--- src/sv/ow_pkg.sv ---
// ============================================================================
// ow_pkg: shared types and constants of the one-wire bus master
// Command codes, register indexes, field widths and the structs that carry
// configuration and result fields between modules.
// ============================================================================
`timescale 1ns / 1ps
`default_nettype none

package ow_pkg;

   // Field widths fixed by the item format
   localparam int CMD_W      = 2;
   localparam int BYTE_W     = 8;
   localparam int CFG_DATA_W = 10;
   localparam int CFG_ADDR_W = 3;
   localparam int REQ_DATA_W = 16;
   localparam int RSP_DATA_W = 16;

   // Command codes
   localparam logic [CMD_W-1:0] CMD_TICK  = 2'd0;
   localparam logic [CMD_W-1:0] CMD_RESET = 2'd1;
   localparam logic [CMD_W-1:0] CMD_WRITE = 2'd2;
   localparam logic [CMD_W-1:0] CMD_READ  = 2'd3;

   // Register indexes
   localparam logic [CFG_ADDR_W-1:0] REG_RESET_LOW    = 3'd0;
   localparam logic [CFG_ADDR_W-1:0] REG_PRESENCE     = 3'd1;
   localparam logic [CFG_ADDR_W-1:0] REG_RECOVER      = 3'd2;
   localparam logic [CFG_ADDR_W-1:0] REG_SLOT_START   = 3'd3;
   localparam logic [CFG_ADDR_W-1:0] REG_READ_SETTLE  = 3'd4;
   localparam logic [CFG_ADDR_W-1:0] REG_SLOT_HOLD    = 3'd5;

   // Register reset values
   localparam logic [9:0] RESET_LOW_DEF   = 10'd500;
   localparam logic [9:0] PRESENCE_DEF    = 10'd68;
   localparam logic [9:0] RECOVER_DEF     = 10'd500;
   localparam logic [5:0] SLOT_START_DEF  = 6'd2;
   localparam logic [5:0] READ_SETTLE_DEF = 6'd2;
   localparam logic [7:0] SLOT_HOLD_DEF   = 8'd60;

   // Timing configuration
   typedef struct packed {
      logic [9:0] reset_low_ticks;
      logic [9:0] presence_wait_ticks;
      logic [9:0] reset_recover_ticks;
      logic [5:0] slot_start_ticks;
      logic [5:0] read_settle_ticks;
      logic [7:0] slot_hold_ticks;
   } ow_cfg_type;

   // One result item
   typedef struct packed {
      logic              line_release;
      logic              busy_res;
      logic              done_res;
      logic              device_present;
      logic [BYTE_W-1:0] read_data;
   } ow_result_type;

endpackage

`default_nettype wire

--- src/sv/one_wire_bus_master_unit.sv ---
// ============================================================================
// one_wire_bus_master_unit: one-wire bus master
// Takes one tick item per bus microsecond and returns the line drive and
// status for that tick.
// ============================================================================
//  channel | ports          | payload
//  --------+----------------+-------------------------------------------
//  input   | req_t*         | tuser: cmd; tdata: data_byte, line_in
//  result  | rsp_t*         | tdata: line_release .. read_data
//  config  | csr_*          | index 0..5, 10-bit write data
//
//  Every accepted item gives one result item in the next cycle; one item per
//  cycle is sustained while results are taken, set by the single result register.
//  The input is taken whenever the result register is empty or being taken.
//  Reset is synchronous; it restores timing registers and an idle released
//  line. A stalled result holds; the input then stalls until it is taken.
// ============================================================================
`timescale 1ns / 1ps
`default_nettype none

module one_wire_bus_master_unit #(
   parameter int TICK_COUNT_BITS = 10
) (
   input  wire logic                            clock,
   input  wire logic                            reset,
   // input item
   input  wire logic                            req_tvalid,
   output      logic                            req_tready,
   // [7:0] data_byte, [8] line_in, [15:9] zero
   input  wire logic [ow_pkg::REQ_DATA_W-1:0]   req_tdata,
   // [1:0] cmd
   input  wire logic [ow_pkg::CMD_W-1:0]        req_tuser,
   // result item
   output      logic                            rsp_tvalid,
   input  wire logic                            rsp_tready,
   // [0] line_release, [1] busy_res, [2] done_res, [3] device_present,
   // [11:4] read_data, [15:12] zero
   output      logic [ow_pkg::RSP_DATA_W-1:0]   rsp_tdata,
   // configuration write
   input  wire logic                            csr_wen,
   input  wire logic [ow_pkg::CFG_ADDR_W-1:0]   csr_addr,
   input  wire logic [ow_pkg::CFG_DATA_W-1:0]   csr_wdata
);

   ow_pkg::ow_cfg_type    cfg;
   ow_pkg::ow_result_type result;
   ow_pkg::ow_result_type rsp_data_ff;
   logic                  rsp_valid_ff, rsp_valid_in;
   logic                  accept;

   assign req_tready = !rsp_valid_ff || rsp_tready;
   assign accept     = req_tvalid && req_tready;

   ow_cfg u_cfg (
      .clock     (clock),
      .reset     (reset),
      .csr_wen   (csr_wen),
      .csr_addr  (csr_addr),
      .csr_wdata (csr_wdata),
      .cfg       (cfg)
   );

   ow_core #(
      .TICK_COUNT_BITS (TICK_COUNT_BITS)
   ) u_core (
      .clock      (clock),
      .reset      (reset),
      .item_valid (accept),
      .cmd        (req_tuser),
      .data_byte  (req_tdata[7:0]),
      .line_in    (req_tdata[8]),
      .cfg        (cfg),
      .result     (result)
   );

   // Result register valid: set on accept, drop when taken
   always_comb begin
      rsp_valid_in = rsp_valid_ff;
      if (accept) begin
         rsp_valid_in = 1'b1;
      end else if (rsp_tready) begin
         rsp_valid_in = 1'b0;
      end
   end

   always_ff @(posedge clock) begin
      if (reset) begin
         rsp_valid_ff <= 1'b0;
      end else begin
         rsp_valid_ff <= rsp_valid_in;
      end
   end

   // Load the result payload on accept
   always_ff @(posedge clock) begin
      if (accept) begin
         rsp_data_ff <= result;
      end
   end

   assign rsp_tvalid = rsp_valid_ff;
   assign rsp_tdata  = {4'b0, rsp_data_ff.read_data, rsp_data_ff.device_present,
                        rsp_data_ff.done_res, rsp_data_ff.busy_res,
                        rsp_data_ff.line_release};

endmodule

`default_nettype wire

--- src/sv/ow_cfg.sv ---
// ============================================================================
// ow_cfg: timing register file
// Six write-only timing registers loaded from the plain write port.
// ============================================================================
`timescale 1ns / 1ps
`default_nettype none

module ow_cfg (
   input  wire logic                            clock,
   input  wire logic                            reset,
   input  wire logic                            csr_wen,
   input  wire logic [ow_pkg::CFG_ADDR_W-1:0]   csr_addr,
   input  wire logic [ow_pkg::CFG_DATA_W-1:0]   csr_wdata,
   output ow_pkg::ow_cfg_type                   cfg
);

   ow_pkg::ow_cfg_type cfg_ff;
   ow_pkg::ow_cfg_type cfg_in;

   // Decode the write into the addressed register
   always_comb begin
      cfg_in = cfg_ff;
      if (csr_wen) begin
         case (csr_addr)
            ow_pkg::REG_RESET_LOW:   cfg_in.reset_low_ticks     = csr_wdata;
            ow_pkg::REG_PRESENCE:    cfg_in.presence_wait_ticks = csr_wdata;
            ow_pkg::REG_RECOVER:     cfg_in.reset_recover_ticks = csr_wdata;
            ow_pkg::REG_SLOT_START:  cfg_in.slot_start_ticks    = csr_wdata[5:0];
            ow_pkg::REG_READ_SETTLE: cfg_in.read_settle_ticks   = csr_wdata[5:0];
            ow_pkg::REG_SLOT_HOLD:   cfg_in.slot_hold_ticks     = csr_wdata[7:0];
            default:                 cfg_in = cfg_ff;
         endcase
      end
   end

   // Hold the registers
   always_ff @(posedge clock) begin
      if (reset) begin
         cfg_ff.reset_low_ticks     <= ow_pkg::RESET_LOW_DEF;
         cfg_ff.presence_wait_ticks <= ow_pkg::PRESENCE_DEF;
         cfg_ff.reset_recover_ticks <= ow_pkg::RECOVER_DEF;
         cfg_ff.slot_start_ticks    <= ow_pkg::SLOT_START_DEF;
         cfg_ff.read_settle_ticks   <= ow_pkg::READ_SETTLE_DEF;
         cfg_ff.slot_hold_ticks     <= ow_pkg::SLOT_HOLD_DEF;
      end else begin
         cfg_ff <= cfg_in;
      end
   end

   assign cfg = cfg_ff;

endmodule

`default_nettype wire

--- src/sv/ow_core.sv ---
// ============================================================================
// ow_core: bus sequencer
// Phase machine advanced once per accepted tick item; emits the result of
// that tick combinationally from the next state.
// ============================================================================
`timescale 1ns / 1ps
`default_nettype none

module ow_core #(
   parameter int TICK_COUNT_BITS = 10
) (
   input  wire logic                          clock,
   input  wire logic                          reset,
   input  wire logic                          item_valid,
   input  wire logic [ow_pkg::CMD_W-1:0]      cmd,
   input  wire logic [ow_pkg::BYTE_W-1:0]     data_byte,
   input  wire logic                          line_in,
   input  ow_pkg::ow_cfg_type                 cfg,
   output ow_pkg::ow_result_type              result
);

   localparam int CMP_W = (TICK_COUNT_BITS > 10) ? TICK_COUNT_BITS : 10;
   localparam logic [TICK_COUNT_BITS-1:0] CNT_MAX = {TICK_COUNT_BITS{1'b1}};
   localparam logic [TICK_COUNT_BITS-1:0] CNT_ONE = TICK_COUNT_BITS'(1);

   typedef enum logic [2:0] {
      PH_IDLE, PH_RST_LOW, PH_RST_WAIT, PH_RST_REC,
      PH_SLOT_LOW, PH_SETTLE, PH_HOLD, PH_GAP
   } phase_type;

   phase_type                  phase_ff,  phase_in;
   logic [ow_pkg::CMD_W-1:0]   op_ff,     op_in;
   logic [TICK_COUNT_BITS-1:0] tick_ff,   tick_in;
   logic [2:0]                 bit_ff,    bit_in;
   logic [ow_pkg::BYTE_W-1:0]  shift_ff,  shift_in;
   logic                       pres_ff,   pres_in;
   logic                       line_ff,   line_in_nx;
   logic [ow_pkg::BYTE_W-1:0]  rdbyte_ff, rdbyte_in;

   logic [9:0] limit;
   logic       over;
   logic       done;

   // Select the length of the current phase
   always_comb begin
      case (phase_ff)
         PH_RST_LOW:  limit = cfg.reset_low_ticks;
         PH_RST_WAIT: limit = cfg.presence_wait_ticks;
         PH_RST_REC:  limit = cfg.reset_recover_ticks;
         PH_SLOT_LOW: limit = {4'b0, cfg.slot_start_ticks};
         PH_SETTLE:   limit = {4'b0, cfg.read_settle_ticks};
         PH_HOLD:     limit = {2'b0, cfg.slot_hold_ticks};
         PH_GAP:      limit = 10'd1;
         default:     limit = 10'd0;
      endcase
   end

   // Phase ends at its length or when the counter saturates
   assign over = (CMP_W'(tick_ff) >= CMP_W'(limit)) || (tick_ff == CNT_MAX);

   // Advance the sequencer by one tick
   always_comb begin
      phase_in   = phase_ff;
      op_in      = op_ff;
      tick_in    = tick_ff;
      bit_in     = bit_ff;
      shift_in   = shift_ff;
      pres_in    = pres_ff;
      line_in_nx = line_ff;
      rdbyte_in  = rdbyte_ff;
      done       = 1'b0;
      if (phase_ff != PH_IDLE && !over) begin
         tick_in = tick_ff + CNT_ONE;
      end
      case (phase_ff)
         PH_IDLE: begin
            if (cmd == ow_pkg::CMD_RESET) begin
               op_in      = ow_pkg::CMD_RESET;
               phase_in   = PH_RST_LOW;
               tick_in    = CNT_ONE;
               line_in_nx = 1'b0;
            end else if (cmd == ow_pkg::CMD_WRITE || cmd == ow_pkg::CMD_READ) begin
               op_in  = cmd;
               bit_in = 3'd0;
               if (cmd == ow_pkg::CMD_WRITE) begin
                  shift_in = data_byte;
               end
               phase_in   = PH_SLOT_LOW;
               tick_in    = CNT_ONE;
               line_in_nx = 1'b0;
            end
         end
         PH_RST_LOW: begin
            if (over) begin
               phase_in   = PH_RST_WAIT;
               tick_in    = CNT_ONE;
               line_in_nx = 1'b1;
            end
         end
         PH_RST_WAIT: begin
            if (over) begin
               pres_in    = ~line_in;
               phase_in   = PH_RST_REC;
               tick_in    = CNT_ONE;
               line_in_nx = 1'b1;
            end
         end
         PH_RST_REC: begin
            if (over) begin
               phase_in   = PH_IDLE;
               tick_in    = '0;
               line_in_nx = 1'b1;
               done       = 1'b1;
            end
         end
         PH_SLOT_LOW: begin
            if (over) begin
               tick_in = CNT_ONE;
               if (op_ff == ow_pkg::CMD_READ) begin
                  phase_in   = PH_SETTLE;
                  line_in_nx = 1'b1;
               end else begin
                  phase_in   = PH_HOLD;
                  line_in_nx = shift_ff[bit_ff];
               end
            end
         end
         PH_SETTLE: begin
            if (over) begin
               shift_in[bit_ff] = line_in;
               phase_in         = PH_HOLD;
               tick_in          = CNT_ONE;
               line_in_nx       = 1'b1;
            end
         end
         PH_HOLD: begin
            if (over) begin
               if (bit_ff == 3'd7) begin
                  if (op_ff == ow_pkg::CMD_READ) begin
                     rdbyte_in = shift_ff;
                  end
                  phase_in   = PH_IDLE;
                  tick_in    = '0;
                  line_in_nx = 1'b1;
                  done       = 1'b1;
               end else begin
                  bit_in     = bit_ff + 3'd1;
                  phase_in   = PH_GAP;
                  tick_in    = CNT_ONE;
                  line_in_nx = 1'b1;
               end
            end
         end
         PH_GAP: begin
            if (over) begin
               phase_in   = PH_SLOT_LOW;
               tick_in    = CNT_ONE;
               line_in_nx = 1'b0;
            end
         end
         default: phase_in = PH_IDLE;
      endcase
   end

   // Hold state; advance only on an accepted item
   always_ff @(posedge clock) begin
      if (reset) begin
         phase_ff  <= PH_IDLE;
         op_ff     <= ow_pkg::CMD_TICK;
         tick_ff   <= '0;
         bit_ff    <= '0;
         shift_ff  <= '0;
         pres_ff   <= 1'b0;
         line_ff   <= 1'b1;
         rdbyte_ff <= '0;
      end else if (item_valid) begin
         phase_ff  <= phase_in;
         op_ff     <= op_in;
         tick_ff   <= tick_in;
         bit_ff    <= bit_in;
         shift_ff  <= shift_in;
         pres_ff   <= pres_in;
         line_ff   <= line_in_nx;
         rdbyte_ff <= rdbyte_in;
      end
   end

   // Result of this tick
   assign result.line_release   = line_in_nx;
   assign result.busy_res       = (phase_in != PH_IDLE);
   assign result.done_res       = done;
   assign result.device_present = pres_in;
   assign result.read_data      = rdbyte_in;

endmodule

`default_nettype wire

--- config.mk ---
export PLATFORM = sky130hd
export DESIGN_NAME = one_wire_bus_master_unit
export DESIGN_NICKNAME = d
export VERILOG_FILES = /design/src/sv/ow_pkg.sv /design/src/sv/one_wire_bus_master_unit.sv /design/src/sv/ow_cfg.sv /design/src/sv/ow_core.sv
export SDC_FILE = /design/constraint.sdc
export NUM_CORES = 1
export LEC_CHECK = 0
export BUFFER_PORTS_ARGS = -buffer_cell sky130_fd_sc_hd__clkbuf_2
export CAP_MARGIN = 20
export CORE_MARGIN = 2
export CORE_UTILIZATION = 40
export CTS_BUF_LIST = sky130_fd_sc_hd__clkbuf_4 sky130_fd_sc_hd__clkbuf_8
export CTS_CLUSTER_SIZE = 16
export DETAILED_ROUTE_END_ITERATION = 12
export SETUP_SLACK_MARGIN = 0.15
export SLEW_MARGIN = 10
export SYNTH_ARGS = -nofsm -noshare
export SYNTH_HDL_FRONTEND = slang
export SYNTH_SLANG_ARGS = --single-unit
--- constraint.sdc ---
create_clock -name clock -period 4 [get_ports clock]
set_input_delay 0.8 -clock clock [delete_from_list [all_inputs] [get_ports clock]]
set_output_delay 0.8 -clock clock [all_outputs]
set_load 0.1 [all_outputs]
==> results.json <==
{
  "run_status": "finished, final reports clean",
  "cts_tree": "yes",
  "place.port_buffers": 42,
  "clock_sinks": 99,
  "ioPinCount": 54,
  "synthDistinctLibCells": 66,
  "timing.final.setup_violations": 0,
  "grt_overflow_total": 0,
  "die_area_sq_um": 13480,
  "cts_hold_repair.buffers": 0,
  "power_density_nw_per_um2": 359.3,
  "grt_pass1_wl_microns": 21400,
  "utilization_pct": 46.67,
  "timing.critical_path.from_type": "flop",
  "die_height_microns": 116.1,
  "layout_commonest_cell": "sky130_fd_sc_hd__nand2_1",
  "synth_area_per_cell_sq_um": 8.726,
  "syn-instance-count": 576,
  "layout.nets": 673,
  "n_antenna_cell": 0,
  "vias": 4445,
  "rsz0062_at_grt": "false",
  "cts-root-buf": "sky130_fd_sc_hd__clkbuf_8",
  "post_cts_resize_count": 0,
  "netlist_area_sq_um": 5026,
  "synth_seq_cells": 99,
  "ctsHtreeMaxLevel": 3,
  "number_of_antenna_violations_at_the_first_check_in_global_routing": 0,
  "gp_routability_congestion": 0.8335,
  "ant_nets": 0,
  "timing.final.max_slew_violations": 0,
  "cts_buffers": 9,
  "crit_path_max_fanout": 14,
  "drt_initial_violations": 431,
  "initial_core_util_pct": 41.33,
  "grtUsageTotal_pct": 20.48,
  "floorplan.rows": 40,
  "minimum_clock_period_after_layout_ns": 3.678,
  "areaGrowthSynthToFinish_pct": 12.92,
  "ys_dominant_reg_cell": "sky130_fd_sc_hd__dfxtp_1",
  "post_route_cells_drive_above_1_share_pct": 17.28,
  "timing_worst_slew_pin_value_ns": 0.9874,
  "leakage_nw": 2.150,
  "maxSlewHeadroom_pct": 33.66,
  "synth.yosys.seq_area_share_pct": 41.82,
  "vias_in_the_first_global_route": 4185,
  "layout_common_cells": "sky130_fd_sc_hd__nand2_1 (92), sky130_fd_sc_hd__dfxtp_1 (87), sky130_fd_sc_hd__a21oi_1 (51), sky130_fd_sc_hd__nor2_1 (42), sky130_fd_sc_hd__clkbuf_2 (42)",
  "timing_hold_violations_final": 0,
  "coreArea_sq_um": 12160,
  "drc_errors": 0,
  "clk_latency_ns": 0.39,
  "number_of_synthesized_flops_with_an_enable_pin": 12,
  "ys.warnings.count": 0,
  "worst-setup-path-type": "flop to flop",
  "min_period_over_period_pct": 91.94,
  "crit_path_end_kind": "flop",
  "skew_ns": 0.01310,
  "hpwlAfterDp_microns": 8895,
  "vias_per_cell": 5.605,
  "timing.fmax_mhz": 271.9,
  "vdd_drop_max_mv": 0.1411,
  "post_drt_wl_per_cell_microns": 16.51,
  "drt_pass1_iterations": 5,
  "fin_setup_tns_ns": 0,
  "grt_max_degree": 58,
  "final.fill_count": 1186,
  "worst_ep_arrival_time_ns": 3.81,
  "holdCritPathClass": "flop to flop",
  "path_clk_slew_ns": 0.10,
  "cts.repair_timing.setup_buffer_count": 0,
  "worstPathRequired_ns": 4.14,
  "synth-async-reset-ratio_pct": 0,
  "max-cap-violations": 0,
  "die_width_microns": 116.1,
  "ctsLongestPathBuffers": 2,
  "routed_wl_microns": 13090
}
-- sequential cells by signal, indices dropped and copies added, names as in the netlist --
name and cells:
rsp_tdata 12, rsp_tvalid 1, u_cfg.cfg 50, u_core.bit_ff 3, u_core.line_ff 1, u_core.op_ff 2
u_core.phase_ff 3, u_core.pres_ff 1, u_core.rdbyte_ff 8, u_core.shift_ff 8, u_core.tick_ff 10
-- worst max-delay path, stage by stage (launching register included) --
cell	delay (ns)
sky130_fd_sc_hd__dfxtp_1	0.55
sky130_fd_sc_hd__buf_4	0.29
sky130_fd_sc_hd__mux2_2	0.35
sky130_fd_sc_hd__a221oi_1	0.52
sky130_fd_sc_hd__ha_1	0.34
sky130_fd_sc_hd__a21oi_1	0.14
sky130_fd_sc_hd__o21a_1	0.13
sky130_fd_sc_hd__nor2_1	0.05
sky130_fd_sc_hd__or3_4	0.43
sky130_fd_sc_hd__nand2_2	0.23
sky130_fd_sc_hd__mux2_2	0.37
-- cells by family after synthesis --
| group | synth area share (%) |
|---|---|
| AND/OR/NAND/NOR | 20.71 |
| multiplexers | 9.883 |
| buffers and inverters | 4.033 |
| other | 0.07461 |
| adder cells (fa/ha/maj) | 4.232 |
| flip-flops | 41.82 |
| AO/OA/AOI/OAI | 18.72 |
| XOR/XNOR | 0.5229 |
-- Yosys cell counts (4+ instances only) --
library cell	count	area [sq um]
sky130_fd_sc_hd__a21oi_1	51	255.2
sky130_fd_sc_hd__a221oi_1	6	52.55
sky130_fd_sc_hd__a22oi_1	5	37.54
sky130_fd_sc_hd__a311oi_1	4	35.03
sky130_fd_sc_hd__buf_1	4	15.01
sky130_fd_sc_hd__buf_4	4	30.03
sky130_fd_sc_hd__clkbuf_1	25	93.84
sky130_fd_sc_hd__dfxtp_1	87	1742
sky130_fd_sc_hd__edfxtp_1	12	360.4
sky130_fd_sc_hd__ha_1	17	212.7
sky130_fd_sc_hd__inv_1	10	37.54
sky130_fd_sc_hd__mux2_2	13	146.4
sky130_fd_sc_hd__mux2i_1	35	350.3
sky130_fd_sc_hd__nand2_1	92	345.3
sky130_fd_sc_hd__nand2b_1	8	50.05
sky130_fd_sc_hd__nand3_1	29	145.1
sky130_fd_sc_hd__nand4_1	5	31.28
sky130_fd_sc_hd__nor2_1	42	157.7
sky130_fd_sc_hd__nor2b_1	8	50.05
sky130_fd_sc_hd__nor3_1	8	40.04
sky130_fd_sc_hd__nor4_1	10	62.56
sky130_fd_sc_hd__o21ai_0	14	70.07
sky130_fd_sc_hd__o22ai_1	10	62.56
sky130_fd_sc_hd__o31ai_1	5	37.54
sky130_fd_sc_hd__o32a_1	8	80.08
sky130_fd_sc_hd__or3_1	4	25.02
-- routing by layer --
layer,part of all wire [%],global-route usage (%),vias to the layer above
li1,-,-,2195
met1,47,28.06,2122
met2,47,32.20,115
met3,5.7,4.100,13
met4,1.1,7.540,0
met5,0,0,-
-- report_power, final --
| group | total (mW) | switching (mW) | internal, mW |
|---|---|---|---|
| sequential | 1.06 | 0.0253 | 1.04 |
| clock | 0.592 | 0.355 | 0.237 |
| combinational | 0.383 | 0.262 | 0.121 |
| total | 2.04 | 0.643 | 1.40 |
-- metrics by stage --
| step | area, sq um | setup slack, ns | instances | hold WS, ns | power [mW] |
|---|---|---|---|---|---|
| floorplan | 5037 | 0.2819 | 579 | 0.4329 | 1.350 |
| global placement | 5485 | 0.2940 | 777 | 0.4397 | 1.459 |
| detailed placement | 5485 | 0.2172 | 777 | 0.4473 | 1.464 |
| CTS | 5653 | 0.1964 | 793 | 0.4600 | 2.053 |
| global route | 5675 | 0.1466 | 793 | 0.4777 | 2.131 |
| finish | 5675 | 0.3223 | 793 | 0.4582 | 2.039 |
-- worst paths after layout --
kind,depth (start not counted),slack [ns],end,start
setup / recovery,10,0.32,rsp_tdata[11]$_DFFE_PP_,u_core.phase_ff[2]$_SDFFE_PP0P_
hold reg to reg,2,0.46,u_cfg.cfg[38]$_SDFFE_PP0P_,u_cfg.cfg[38]$_SDFFE_PP0P_
setup reg to reg,10,0.32,rsp_tdata[11]$_DFFE_PP_,u_core.phase_ff[2]$_SDFFE_PP0P_
hold / removal,2,0.46,u_cfg.cfg[38]$_SDFFE_PP0P_,u_cfg.cfg[38]$_SDFFE_PP0P_
-- layout make-up --
| type | count | area [sq um] | share of cell area, % |
|---|---|---|---|
| Clock buffer | 11 | 138.9 | 2.447 |
| Tap cell | 168 | 210.2 | 3.704 |
| Inverter | 10 | 37.54 | 0.6614 |
| Multi-Input combinational cell | 433 | 2760 | 48.63 |
| Timing Repair Buffer | 67 | 397.9 | 7.011 |
| Sequential cell | 99 | 2102 | 37.04 |
| Clock inverter | 5 | 28.78 | 0.5071 |
Power figures use the tool's default switching activity.
